File: src/design/bli_pkg.sv
package bli_pkg;

   // Word formats: signed Q16.16 state, unsigned Q16.16 mass, unsigned Q15.16 time step
   localparam int WORD_W    = 32;
   localparam int FRAC_W    = 16;
   localparam int MASS_W    = 32;
   localparam int DT_W      = 31;
   localparam int CMD_W     = 3;
   localparam int CSR_IDX_W = 1;
   localparam int KE_W      = 48;

   // Derived datapath widths
   localparam int MAG_W     = WORD_W + 1;          // step magnitude, up to 2^WORD_W
   localparam int SUM_W     = WORD_W + 3;          // signed base plus or minus a step
   localparam int PROD_W    = 2 * WORD_W;          // shared multiplier product
   localparam int NUM_W     = WORD_W + DT_W;       // force times time step
   localparam int DEN_W     = MASS_W + 1;          // mass, doubled for half steps
   localparam int QUO_W     = WORD_W + 2;          // quotient bits kept by the divider
   localparam int DIV_STEPS = QUO_W / 2;           // two quotient bits per cycle
   localparam int DIV_CNT_W = $clog2(DIV_STEPS);
   localparam int ACC_W     = PROD_W + MASS_W;     // speed squared times mass
   localparam int KE_SHIFT  = 2 * FRAC_W + 1;      // back to Q16.16 and times one half

   localparam logic [MASS_W-1:0] MASS_RESET = MASS_W'(65536);  // 1.0
   localparam logic [DT_W-1:0]   DT_RESET   = DT_W'(655);      // about 0.01

   typedef enum logic [CMD_W-1:0] {
      CMD_ADD_FORCE = 3'd0,
      CMD_CLR_FORCE = 3'd1,
      CMD_EULER     = 3'd2,
      CMD_PRE_HALF  = 3'd3,
      CMD_POST_HALF = 3'd4,
      CMD_LOAD_POS  = 3'd5,
      CMD_LOAD_VEL  = 3'd6
   } cmd_type;

   typedef enum logic [CSR_IDX_W-1:0] {
      CSR_BODY_MASS = 1'b0,
      CSR_TIME_STEP = 1'b1
   } csr_reg_type;

   typedef enum logic [3:0] {
      ST_IDLE,
      ST_FRC_MUL,
      ST_DIV_START,
      ST_DIV_WAIT,
      ST_VEL_UPD,
      ST_VEL_MUL,
      ST_POS_UPD,
      ST_KE_SQX,
      ST_KE_SQY,
      ST_KE_SUM,
      ST_KE_MLO,
      ST_KE_MHI,
      ST_KE_ACC,
      ST_DONE
   } seq_state_type;

   typedef enum logic [2:0] {
      MS_FRC_DT,
      MS_VEL_DT,
      MS_VEL_SQX,
      MS_VEL_SQY,
      MS_SQ_LO,
      MS_SQ_HI
   } mul_sel_type;

   typedef struct packed {
      logic        idle;
      mul_sel_type mul_sel;
      logic        div_start;
      logic        vel_upd;
      logic        pos_upd;
      logic        comp;
      logic        half;
      logic        sq_load;
      logic        sq_add;
      logic        ke_load;
      logic        ke_add;
      logic        rsp_load;
   } ctl_type;

   typedef struct packed {
      logic busy;
      logic done;
   } div_stat_type;

   typedef struct packed {
      logic                     clip;
      logic signed [WORD_W-1:0] value;
   } sat_type;

endpackage

File: src/design/bli_div.sv
module bli_div import bli_pkg::*; (
   input  logic               clock,
   input  logic               reset,
   input  logic               start,
   input  logic [NUM_W-1:0]   num,
   input  logic [DEN_W-1:0]   den,
   output div_stat_type       stat,
   output logic [QUO_W-1:0]   quo,
   output logic               ovf
);

   localparam int HI_W = NUM_W - QUO_W;

   logic [DEN_W-1:0]     rem_ff, rem_in;
   logic [DEN_W-1:0]     den_ff, den_in;
   logic [QUO_W-1:0]     sh_ff, sh_in;
   logic [DIV_CNT_W-1:0] cnt_ff, cnt_in;
   logic                 run_ff, run_in;
   logic                 done_ff, done_in;
   logic                 ovf_ff, ovf_in;

   logic [DEN_W:0]       t1, t2, r1, r2;
   logic                 ge1, ge2;

   // Two restoring steps per cycle; quotient bits shift in as dividend bits shift out
   always_comb begin
      t1  = {rem_ff, sh_ff[QUO_W-1]};
      ge1 = t1 >= {1'b0, den_ff};
      r1  = ge1 ? (t1 - {1'b0, den_ff}) : t1;
      t2  = {r1[DEN_W-1:0], sh_ff[QUO_W-2]};
      ge2 = t2 >= {1'b0, den_ff};
      r2  = ge2 ? (t2 - {1'b0, den_ff}) : t2;
   end

   always_comb begin
      rem_in  = rem_ff;
      den_in  = den_ff;
      sh_in   = sh_ff;
      cnt_in  = cnt_ff;
      run_in  = run_ff;
      done_in = 1'b0;
      ovf_in  = ovf_ff;
      if (start) begin
         // A high part at or above the divisor means the quotient is far out of range
         rem_in = DEN_W'(num[NUM_W-1 -: HI_W]);
         ovf_in = DEN_W'(num[NUM_W-1 -: HI_W]) >= den;
         den_in = den;
         sh_in  = num[QUO_W-1:0];
         cnt_in = '0;
         run_in = 1'b1;
      end else if (run_ff) begin
         rem_in = r2[DEN_W-1:0];
         sh_in  = {sh_ff[QUO_W-3:0], ge1, ge2};
         cnt_in = cnt_ff + 1'b1;
         if (cnt_ff == DIV_CNT_W'(DIV_STEPS - 1)) begin
            run_in  = 1'b0;
            done_in = 1'b1;
         end
      end
   end

   always_ff @(posedge clock) begin
      if (reset) begin
         run_ff  <= 1'b0;
         done_ff <= 1'b0;
         cnt_ff  <= '0;
      end else begin
         run_ff  <= run_in;
         done_ff <= done_in;
         cnt_ff  <= cnt_in;
      end
      rem_ff <= rem_in;
      den_ff <= den_in;
      sh_ff  <= sh_in;
      ovf_ff <= ovf_in;
   end

   assign stat.busy = run_ff;
   assign stat.done = done_ff;
   assign quo       = sh_ff;
   assign ovf       = ovf_ff;

endmodule

File: config.mk
export PLATFORM = sky130hd
export DESIGN_NAME = bli_div
export DESIGN_NICKNAME = d
export VERILOG_FILES = /design/src/design/bli_pkg.sv /design/src/design/bli_div.sv
export SDC_FILE = /design/constraint.sdc
export NUM_CORES = 1
export LEC_CHECK = 0
export CAP_MARGIN = 40
export CORE_ASPECT_RATIO = 0.75
export CORE_UTILIZATION = 36
export CTS_CLUSTER_SIZE = 10
export DETAILED_ROUTE_END_ITERATION = 16
export DONT_BUFFER_PORTS = 1
export GPL_TIMING_DRIVEN = 0
export PLACE_DENSITY_LB_ADDON = 0.15
export SLEW_MARGIN = 10
export SYNTH_ARGS = -nofsm -noshare
export SYNTH_HDL_FRONTEND = slang
export SYNTH_SLANG_ARGS = --single-unit
File: constraint.sdc
create_clock -name clock -period 6 [get_ports clock]
set_input_delay 0.6 -clock clock [delete_from_list [all_inputs] [get_ports clock]]
set_output_delay 0.6 -clock clock [all_outputs]
set_load 0.02 [all_outputs]
==> results.yml <==
worst_setup_path:
  cp-start-kind: "flop"
  r2r-end: "rem_ff[20]"
  critPathArrivalTime_ns: 5.92
  crit_family: "compound AO/OA/AOI/OAI gates"
  crit_type: "flop to flop"
  reg2reg_depth: 26
  worst-r2r-setup-slack_ns: 0.15
  worst_ep_required_time_ns: 6.07
  worst-path-stages: 26
  r2r-start: "quo[33]"
  crit_end: "rem_ff[20]"
  cp_slowest_cell: "edfxtp_1"
  cpPeakStageDelay_ns: 0.54
  critical_path_buf_inv_count: 5
  cp_max_fo: 10
  setup.worst_path.start: "quo[33]"
  endpoint_kind: "flop"
placement:
  place_ws_ns: -0.686
  dpl.hpwl_um: 21400
  port-buffer-count: 0
  dp.cells: 1331
  globalplace.congestion: 0.923
  dpl-instance-area_um2: 9640
detailed_routing:
  drc: 0
  drtIter0Drc: 683
  wl_per_cell_um: 20.5
  drt_wl_total_um: 27700
  vias_per_cell: 5.66
  drtPass1Iterations: 5
  num_vias: 7648
  ant_nets: 0
status:
  status: "finished clean"
yosys:
  ys.flop_type: "edfxtp_1"
  synthesis.nets: 1189
  synth_top_area_share_pct: 31.8
  syn_avg_cell_area_um2: 9.26
  yosysWarnings: 0
  yosysUniqueCellTypes: 77
  synth-edff-count: 97
  synth_area_leaders: "edfxtp_1 (32%), ha_1 (13%), mux2_2 (5.3%)"
  ys_async_sr_fraction_pct: 0
  synth.cell_area_um2: 9170
  synth_seq_area_share_pct: 34.2
  ys_ff_latch: 108
  syn_inst: 991
  post-synth-top-area-cell: "edfxtp_1"
finish:
  layout.cells.most_common: "nand2_1"
  final_cell_mix: "nand2_1 (102), edfxtp_1 (97), ha_1 (92)"
  nFillCells: 2493
  area_growth_pct: 11.3
  fin_nets: 1207
  drive_gt1_share_pct: 13.0
  antenna_cells: 0
  stdcell_count: 1352
  final_area_um2: 10200
floorplan:
  core_region_area_um2: 25000
  die_h_um: 140
  die_w_um: 186
  ioPinCount: 136
  dieArea_um2: 26100
  num_rows: 50
  start_util_pct: 36.8
clock_network:
  cts-root-buf: "clkbuf_16"
  hold_buffers: 0
  cts_buffers: 9
  cts_sinks: 108
  clock_latency_ns: 0.38
  ctsHtreeMaxLevel: 3
  cts_buffer_depth: 2
  cts_tree: "built"
  cts.clk_slew.worst_paths_ns: 0.09
power_and_ir_drop:
  p_leak_uw: 0.00425
  vdd_drop_max_mv: 0.210
  power_uw: 6730
  power_density_nw_per_um2: 659
sta:
  fin_skew_ns: 0.0196
  finalMaxSlewViolations: 0
  slew-limit-headroom_pct: 42.8
  setup_viol: 0
  min_period_ns: 5.85
  min_period_over_period_pct: 97.5
  fmax_mhz: 171
  final.setup.worst_slack_ns: 0.148
  hold_viol_final: 0
  worst_pin_slew_ns: 0.858
  rsz0062_at_grt: "yes"
global_routing:
  grt_usage_pct: 21.2
  grt-ovfl-total: 0
  antenna_found_initial: 0
  grt_pass1_wl_um: 42400
  grt_max_degree: 53
  grt_pass1_vias: 7248
hold_path:
  hp-class: "input port to flop"
run:
  drv_cap: 0
==> what timing repair did <==
item / in CTS / in global routing
gates resized for setup: 26 / 28
pin swaps: 7 / 14
buffers inserted: 2 / 6
endpoints found under the hold margin: 0 / 0
endpoints found under the setup margin: 34 / 34
==> worst min-delay path by stage <==
stage	startpoint	end	slack (ns)	depth (start not counted)
detailed placement	cnt_ff[4]	cnt_ff[4]	0.52	2
floorplan	cnt_ff[4]	cnt_ff[4]	0.48	2
finish	reset	run_ff	0.28	1
global placement	cnt_ff[4]	cnt_ff[4]	0.51	2
CTS	reset	run_ff	0.27	1
global route	reset	run_ff	0.27	1
==> report_power, final <==
group	internal, uW	switching, uW
logic	2010	2860
registers	1050	154
clock network	323	335
total	3380	3340
==> flip-flops by register name, summed over array words and instances, names as in the netlist <==
name and cells:
cnt_ff 5, den_ff 33, done_ff 1, ovf 1
quo 34, rem_ff 33, run_ff 1
==> per-layer routing <==
layer / track usage [%] / vias to the layer above / part of all wire, %
met4: 3.87 / 0 / 0.78
met3: 5.34 / 16 / 7.9
met2: 29.9 / 279 / 40
met5: 0 / - / 0
met1: 32.4 / 3654 / 51
li1: - / 3699 / -
==> Yosys cell counts (4+ instances only) <==
library cell / count
nand2_1: 103
edfxtp_1: 97
ha_1: 97
inv_1: 86
a21oi_1: 76
nor2_1: 60
o21ai_0: 47
mux2_2: 43
xnor2_1: 37
nand3_1: 27
a21o_1: 25
clkbuf_1: 21
a31oi_1: 18
and3_1: 17
xor2_1: 17
nor3_1: 16
nand4_1: 14
o21a_1: 13
and2_1: 12
dfxtp_1: 11
a211oi_1: 10
mux2i_1: 9
o211ai_1: 9
nor2b_1: 8
o31ai_1: 7
buf_2: 6
nand2b_1: 6
a211o_1: 5
o21ai_1: 5
o311ai_1: 5
a21boi_0: 4
a221o_1: 4
buf_4: 4
o21bai_1: 4
or3_1: 4
==> final cells by class <==
| cell class | instances | area [um^2] | area share (%) |
|---|---|---|---|
| tap | 338 | 423 | 4.14 |
| timing repair buffer | 10 | 92.6 | 0.907 |
| inverter | 86 | 323 | 3.16 |
| multi-input combinational | 762 | 5690 | 55.7 |
| sequential | 108 | 3130 | 30.7 |
| clock inverter | 6 | 67.6 | 0.662 |
| clock buffer | 10 | 250 | 2.45 |
| buffer | 32 | 230 | 2.25 |
==> per-stage QoR <==
stage          TNS, ns  hold WS [ns]  util [%]
2_1_floorplan        0         0.479         -
3_3_place_gp    -18.85         0.509      38.4
3_5_place_dp    -17.75         0.516      38.6
4_1_cts              0         0.267      40.3
5_1_grt         -0.141         0.272      40.9
6_report             0         0.279      40.9
==> cell families after synthesis <==
group / Yosys count / share of synthesized area, %
and+or+nand+nor: 286 / 14.8
AOI/OAI and AO/OA: 271 / 20.3
buffers and inverters: 121 / 5.66
DFF: 108 / 34.2
adders and majority gates: 99 / 13.7
xor gates and xnor gates: 54 / 5.16
muxes: 52 / 6.26
(Power assumes the default switching activity.)
