### src/design/bli_pkg.sv
package bli_pkg;

   // Word formats: signed Q16.16 state, unsigned Q16.16 mass, unsigned Q15.16 time step
   localparam int WORD_W    = 32;
   localparam int FRAC_W    = 16;
   localparam int MASS_W    = 32;
   localparam int DT_W      = 31;
   localparam int CMD_W     = 3;
   localparam int CSR_IDX_W = 1;
   localparam int KE_W      = 48;

   // Derived datapath widths
   localparam int MAG_W     = WORD_W + 1;          // step magnitude, up to 2^WORD_W
   localparam int SUM_W     = WORD_W + 3;          // signed base plus or minus a step
   localparam int PROD_W    = 2 * WORD_W;          // shared multiplier product
   localparam int NUM_W     = WORD_W + DT_W;       // force times time step
   localparam int DEN_W     = MASS_W + 1;          // mass, doubled for half steps
   localparam int QUO_W     = WORD_W + 2;          // quotient bits kept by the divider
   localparam int DIV_STEPS = QUO_W / 2;           // two quotient bits per cycle
   localparam int DIV_CNT_W = $clog2(DIV_STEPS);
   localparam int ACC_W     = PROD_W + MASS_W;     // speed squared times mass
   localparam int KE_SHIFT  = 2 * FRAC_W + 1;      // back to Q16.16 and times one half

   localparam logic [MASS_W-1:0] MASS_RESET = MASS_W'(65536);  // 1.0
   localparam logic [DT_W-1:0]   DT_RESET   = DT_W'(655);      // about 0.01

   typedef enum logic [CMD_W-1:0] {
      CMD_ADD_FORCE = 3'd0,
      CMD_CLR_FORCE = 3'd1,
      CMD_EULER     = 3'd2,
      CMD_PRE_HALF  = 3'd3,
      CMD_POST_HALF = 3'd4,
      CMD_LOAD_POS  = 3'd5,
      CMD_LOAD_VEL  = 3'd6
   } cmd_type;

   typedef enum logic [CSR_IDX_W-1:0] {
      CSR_BODY_MASS = 1'b0,
      CSR_TIME_STEP = 1'b1
   } csr_reg_type;

   typedef enum logic [3:0] {
      ST_IDLE,
      ST_FRC_MUL,
      ST_DIV_START,
      ST_DIV_WAIT,
      ST_VEL_UPD,
      ST_VEL_MUL,
      ST_POS_UPD,
      ST_KE_SQX,
      ST_KE_SQY,
      ST_KE_SUM,
      ST_KE_MLO,
      ST_KE_MHI,
      ST_KE_ACC,
      ST_DONE
   } seq_state_type;

   typedef enum logic [2:0] {
      MS_FRC_DT,
      MS_VEL_DT,
      MS_VEL_SQX,
      MS_VEL_SQY,
      MS_SQ_LO,
      MS_SQ_HI
   } mul_sel_type;

   typedef struct packed {
      logic        idle;
      mul_sel_type mul_sel;
      logic        div_start;
      logic        vel_upd;
      logic        pos_upd;
      logic        comp;
      logic        half;
      logic        sq_load;
      logic        sq_add;
      logic        ke_load;
      logic        ke_add;
      logic        rsp_load;
   } ctl_type;

   typedef struct packed {
      logic busy;
      logic done;
   } div_stat_type;

   typedef struct packed {
      logic                     clip;
      logic signed [WORD_W-1:0] value;
   } sat_type;

endpackage

### src/design/bli_ctrl.sv
module bli_ctrl import bli_pkg::*; (
   input  logic             clock,
   input  logic             reset,
   input  logic             start,
   input  logic [CMD_W-1:0] start_cmd,
   input  div_stat_type     div_stat,
   input  logic             out_free,
   output ctl_type          ctl
);

   seq_state_type state_ff, state_in;
   logic          comp_ff, comp_in;
   cmd_type       cmd_ff, cmd_in;

   always_ff @(posedge clock) begin
      if (reset) begin
         state_ff <= ST_IDLE;
         comp_ff  <= 1'b0;
         cmd_ff   <= CMD_ADD_FORCE;
      end else begin
         state_ff <= state_in;
         comp_ff  <= comp_in;
         cmd_ff   <= cmd_in;
      end
   end

   // Next state
   always_comb begin
      state_in = state_ff;
      comp_in  = comp_ff;
      cmd_in   = cmd_ff;
      case (state_ff)
         ST_IDLE: begin
            if (start) begin
               case (cmd_type'(start_cmd))
                  CMD_EULER, CMD_PRE_HALF, CMD_POST_HALF: begin
                     state_in = ST_FRC_MUL;
                     comp_in  = 1'b0;
                     cmd_in   = cmd_type'(start_cmd);
                  end
                  default: state_in = ST_KE_SQX;
               endcase
            end
         end
         ST_FRC_MUL:   state_in = ST_DIV_START;
         ST_DIV_START: state_in = ST_DIV_WAIT;
         ST_DIV_WAIT: begin
            if (div_stat.done) begin
               state_in = ST_VEL_UPD;
            end
         end
         ST_VEL_UPD: begin
            if (!comp_ff) begin
               comp_in  = 1'b1;
               state_in = ST_FRC_MUL;
            end else if (cmd_ff != CMD_POST_HALF) begin
               comp_in  = 1'b0;
               state_in = ST_VEL_MUL;
            end else begin
               state_in = ST_KE_SQX;
            end
         end
         ST_VEL_MUL: state_in = ST_POS_UPD;
         ST_POS_UPD: begin
            if (!comp_ff) begin
               comp_in  = 1'b1;
               state_in = ST_VEL_MUL;
            end else begin
               state_in = ST_KE_SQX;
            end
         end
         ST_KE_SQX: state_in = ST_KE_SQY;
         ST_KE_SQY: state_in = ST_KE_SUM;
         ST_KE_SUM: state_in = ST_KE_MLO;
         ST_KE_MLO: state_in = ST_KE_MHI;
         ST_KE_MHI: state_in = ST_KE_ACC;
         ST_KE_ACC: state_in = ST_DONE;
         ST_DONE: begin
            if (out_free) begin
               state_in = ST_IDLE;
            end
         end
         default: state_in = ST_IDLE;
      endcase
   end

   // Outputs
   always_comb begin
      ctl           = '0;
      ctl.mul_sel   = MS_FRC_DT;
      ctl.comp      = comp_ff;
      ctl.half      = cmd_ff != CMD_EULER;
      case (state_ff)
         ST_IDLE:      ctl.idle      = 1'b1;
         ST_FRC_MUL:   ctl.mul_sel   = MS_FRC_DT;
         ST_DIV_START: ctl.div_start = 1'b1;
         ST_VEL_UPD:   ctl.vel_upd   = 1'b1;
         ST_VEL_MUL:   ctl.mul_sel   = MS_VEL_DT;
         ST_POS_UPD:   ctl.pos_upd   = 1'b1;
         ST_KE_SQX:    ctl.mul_sel   = MS_VEL_SQX;
         ST_KE_SQY: begin
            ctl.mul_sel = MS_VEL_SQY;
            ctl.sq_load = 1'b1;
         end
         ST_KE_SUM:    ctl.sq_add    = 1'b1;
         ST_KE_MLO:    ctl.mul_sel   = MS_SQ_LO;
         ST_KE_MHI: begin
            ctl.mul_sel = MS_SQ_HI;
            ctl.ke_load = 1'b1;
         end
         ST_KE_ACC:    ctl.ke_add    = 1'b1;
         ST_DONE:      ctl.rsp_load  = out_free;
         default:      ctl.idle      = 1'b0;
      endcase
   end

endmodule

### config.mk
export PLATFORM = sky130hd
export DESIGN_NAME = bli_ctrl
export DESIGN_NICKNAME = d
export VERILOG_FILES = /design/src/design/bli_pkg.sv /design/src/design/bli_ctrl.sv
export SDC_FILE = /design/constraint.sdc
export NUM_CORES = 1
export LEC_CHECK = 0
export ABC_AREA = 1
export CAP_MARGIN = 30
export CORE_MARGIN = 2
export CORE_UTILIZATION = 35
export CTS_BUF_LIST = sky130_fd_sc_hd__clkbuf_16
export CTS_CLUSTER_DIAMETER = 80
export DETAILED_ROUTE_END_ITERATION = 16
export DONT_BUFFER_PORTS = 1
export PLACE_DENSITY = 0.51
export SETUP_SLACK_MARGIN = 0.4
export SLEW_MARGIN = 20
export SYNTH_ARGS = -nofsm -noshare
export SYNTH_HDL_FRONTEND = slang
export SYNTH_SLANG_ARGS = --single-unit
export TNS_END_PERCENT = 20
### constraint.sdc
create_clock -name clock -period 1.25 [get_ports clock]
set_clock_uncertainty 0.05 [all_clocks]
set_input_delay 0.125 -clock clock [delete_from_list [all_inputs] [get_ports clock]]
set_output_delay 0.125 -clock clock [all_outputs]
set_load 0.05 [all_outputs]
==> run summary <==
Number of global-route vias before repair = 700
CTS Buffer Depth = 2
Layout area overhead = 109%
Share of cells above drive strength 1 = 66.9%
Power density cells = 2250 nW/um^2
DRT iter0 DRCs = 24
Nets = 146
GRT overflow = 0
Mux contribution to synthesized area = 0%
Largest family of logic cells by synthesized area = simple AND/OR/NAND/NOR gates
CTS clk-pin slew, worst paths = 40 ps
Xor and xnor area share after synthesis = 0%
Final wirelength = 1.93 mm
Core area = 1560 sq um
Routed len/inst = 12.7 um
Crit path capture type = output port
Max IR drop VDD = 0.00200 V
Pleak = 0.000563 uW
Final hold viol count = 0
CP max FO = 6
Reg area = 178 sq um
Status = finished with violations
Cell Rows = 14
Total Routing Usage GR = 19.5%
Worst setup margin = -151 ps
Clock sink count = 8
Pre-CTS setup slack = -13.9 ps
Filler cell count = 98
Post-route antenna net violation count = 0
Req. time, crit path = 1080 ps
# diodes = 0
Mean Syn Cell Area = 5.92 sq um
Clock power share = 19.2%
Worst Max-Slew Pin Slew = 299 ps
TritonCTS buffer count = 3
Effective utilization at floorplan = 38.4%
DP HPWL = 1.20 mm
Area after DPL = 928 sq um
Hold/Removal Path Class = input pin to flop
Cell Count, Final, Fillers Out = 152
RePlAce Congestion = 0.873
CTS H-tree depth = 1
Switching Share = 46.2%
Buffers on Ports = 0
Max Cap Violations = 0
Synth Area in Simple Gates = 47.5%
CTS Root Cell = clkbuf_16
Ports = 23
Worst skew pair latency = 230 ps
Worst EP arrival = 1230 ps
Die Ht = 45.3 um
Tmin final = 1400 ps
Drt via density = 5.14
Failing checks = negative setup slack
Final worst-path cycle share = 112%
Placed cells = 136
Synth Register Bits = 8
Via count = 782
Cell Area, Synth = 598 sq um
Post-synth cell types = 19
Initial antenna violation count = 0
Synth warn = 0
Hold_ws = 11.6 ps
Drt drc = 0
Max-slew violation count = 0
Full die area = 2060 sq um
Flop pwr share = 18.2%
Compound-Gate Fraction of Synth Area = 12.6%
Internal power = 1510 uW
Final setup violation count = 16
First-pass GRT wire length = 2.88 mm
Relative slew margins = 80.0%
Clock tree from TritonCTS = yes
Die Width = 45.3 um
CP Launch Type = flop
Syn_nets = 110
Final instance area = 1250 sq um
FMAX = 714 MHz
First-pass iteration count of the detailed router = 4
Post-Synth Adder-Cell Area = 0%
Switching power = 1300 uW
RSZ-0062 raised after global routing = true
Cells after Synth = 101
Multi-input gate area = 520 sq um
Logic pwr share = 62.5%
Sequential share of the synthesized area = 26.8%
CP Class = flop to output port
Largest net degree at the start of global routing = 7
## power by group through the flow
stage                     Sequential (uW)  Clock (uW)  Combinational (uW)
final                                 512         541                1760
after global routing                  521         562                1870
after detailed placement              452           0                1250
after global placement                451           0                1240
after floorplan                       433           0                 881
after CTS                             490         551                1540
## state kept, by name, indices dropped and copies added (netlist names)
name	count
state_ff	4
cmd_ff	3
comp_ff	1
## stage by stage
step / total power [uW] / util (%) / setup TNS, ps
global placement: 1690 / 59.6 / -0.570
CTS: 2590 / 74.8 / -1180
floorplan: 1310 / - / -223
detailed placement: 1710 / 59.6 / -13.9
finish: 2810 / 80.3 / -1540
global route: 2950 / 80.3 / -2580
## cells in the final DEF (no fill, tap or decap), types with 2 or more instances in the layout
cell       instances
nand2_2           11
dfxtp_4            4
buf_6              4
inv_4              3
dfxtp_2            2
nor2_2             6
a31oi_1            3
nand3_4            2
buf_4             17
nor2_1            11
inv_1              8
buf_12             8
dfxtp_1            2
clkbuf_16          3
o21ai_0            2
inv_2              8
a21oi_2            4
nand3_1            2
nand2_1           13
nor2_4            10
buf_8              2
## synthesized netlist by cell type (all sizes together)
library cell   n  share of area [%]
nand2         26                 17
o21ai          4                3.3
a31oi          3                3.1
a21oi          5                4.8
nor3           1               0.84
nand3          5                7.1
nor2          27                 22
dfxtp          8                 27
nand3b         1                1.3
buf            1                1.3
a211oi         1                1.3
inv           19                 12
## layout make-up
type	count	share of cell area, %
multi-input cells	73	41.6
repair buffers	32	29.8
clock inverters	1	0.300
flip-flops and latches	8	14.2
clock buffers	3	5.99
inverters	19	6.59
well taps	16	1.60
## metal layers
layer	routed length [um]	global-route usage [%]
met1	819	25.0
met2	995	30.6
met3	72	5.20
met4	38	8.24
met5	0	0
## worst max-delay path: stages, from the launching register on
cell and delay (ps):
dfxtp_4 370, nor2_4 200, inv_2 90, nor2_4 160
nor2_4 70, nand2_8 110
## final timing paths
path / startpoint / to / slack [ps] / depth (start not counted)
min: start_cmd[0] / cmd_ff[0] / 10 / 2
max reg2reg: state_ff[0] / state_ff[0] / -120 / 8
min reg2reg: cmd_ff[1] / cmd_ff[1] / 420 / 2
max: state_ff[1] / ctl[10] / -150 / 5
## cell families after synthesis
kind of cell | Yosys count
AND/OR/NAND/NOR | 60
buffers and inverters | 20
AO/OA/AOI/OAI | 13
flip-flops | 8
## what timing repair did
action,4_1_cts,5_1_grt
pin swaps,13,18
gates resized for setup,35,16
setup endpoints to repair,22,22
endpoints found under the hold margin,6,0
hold buffers,1,0
setup buffers,7,4
(Power assumes the default switching activity.)
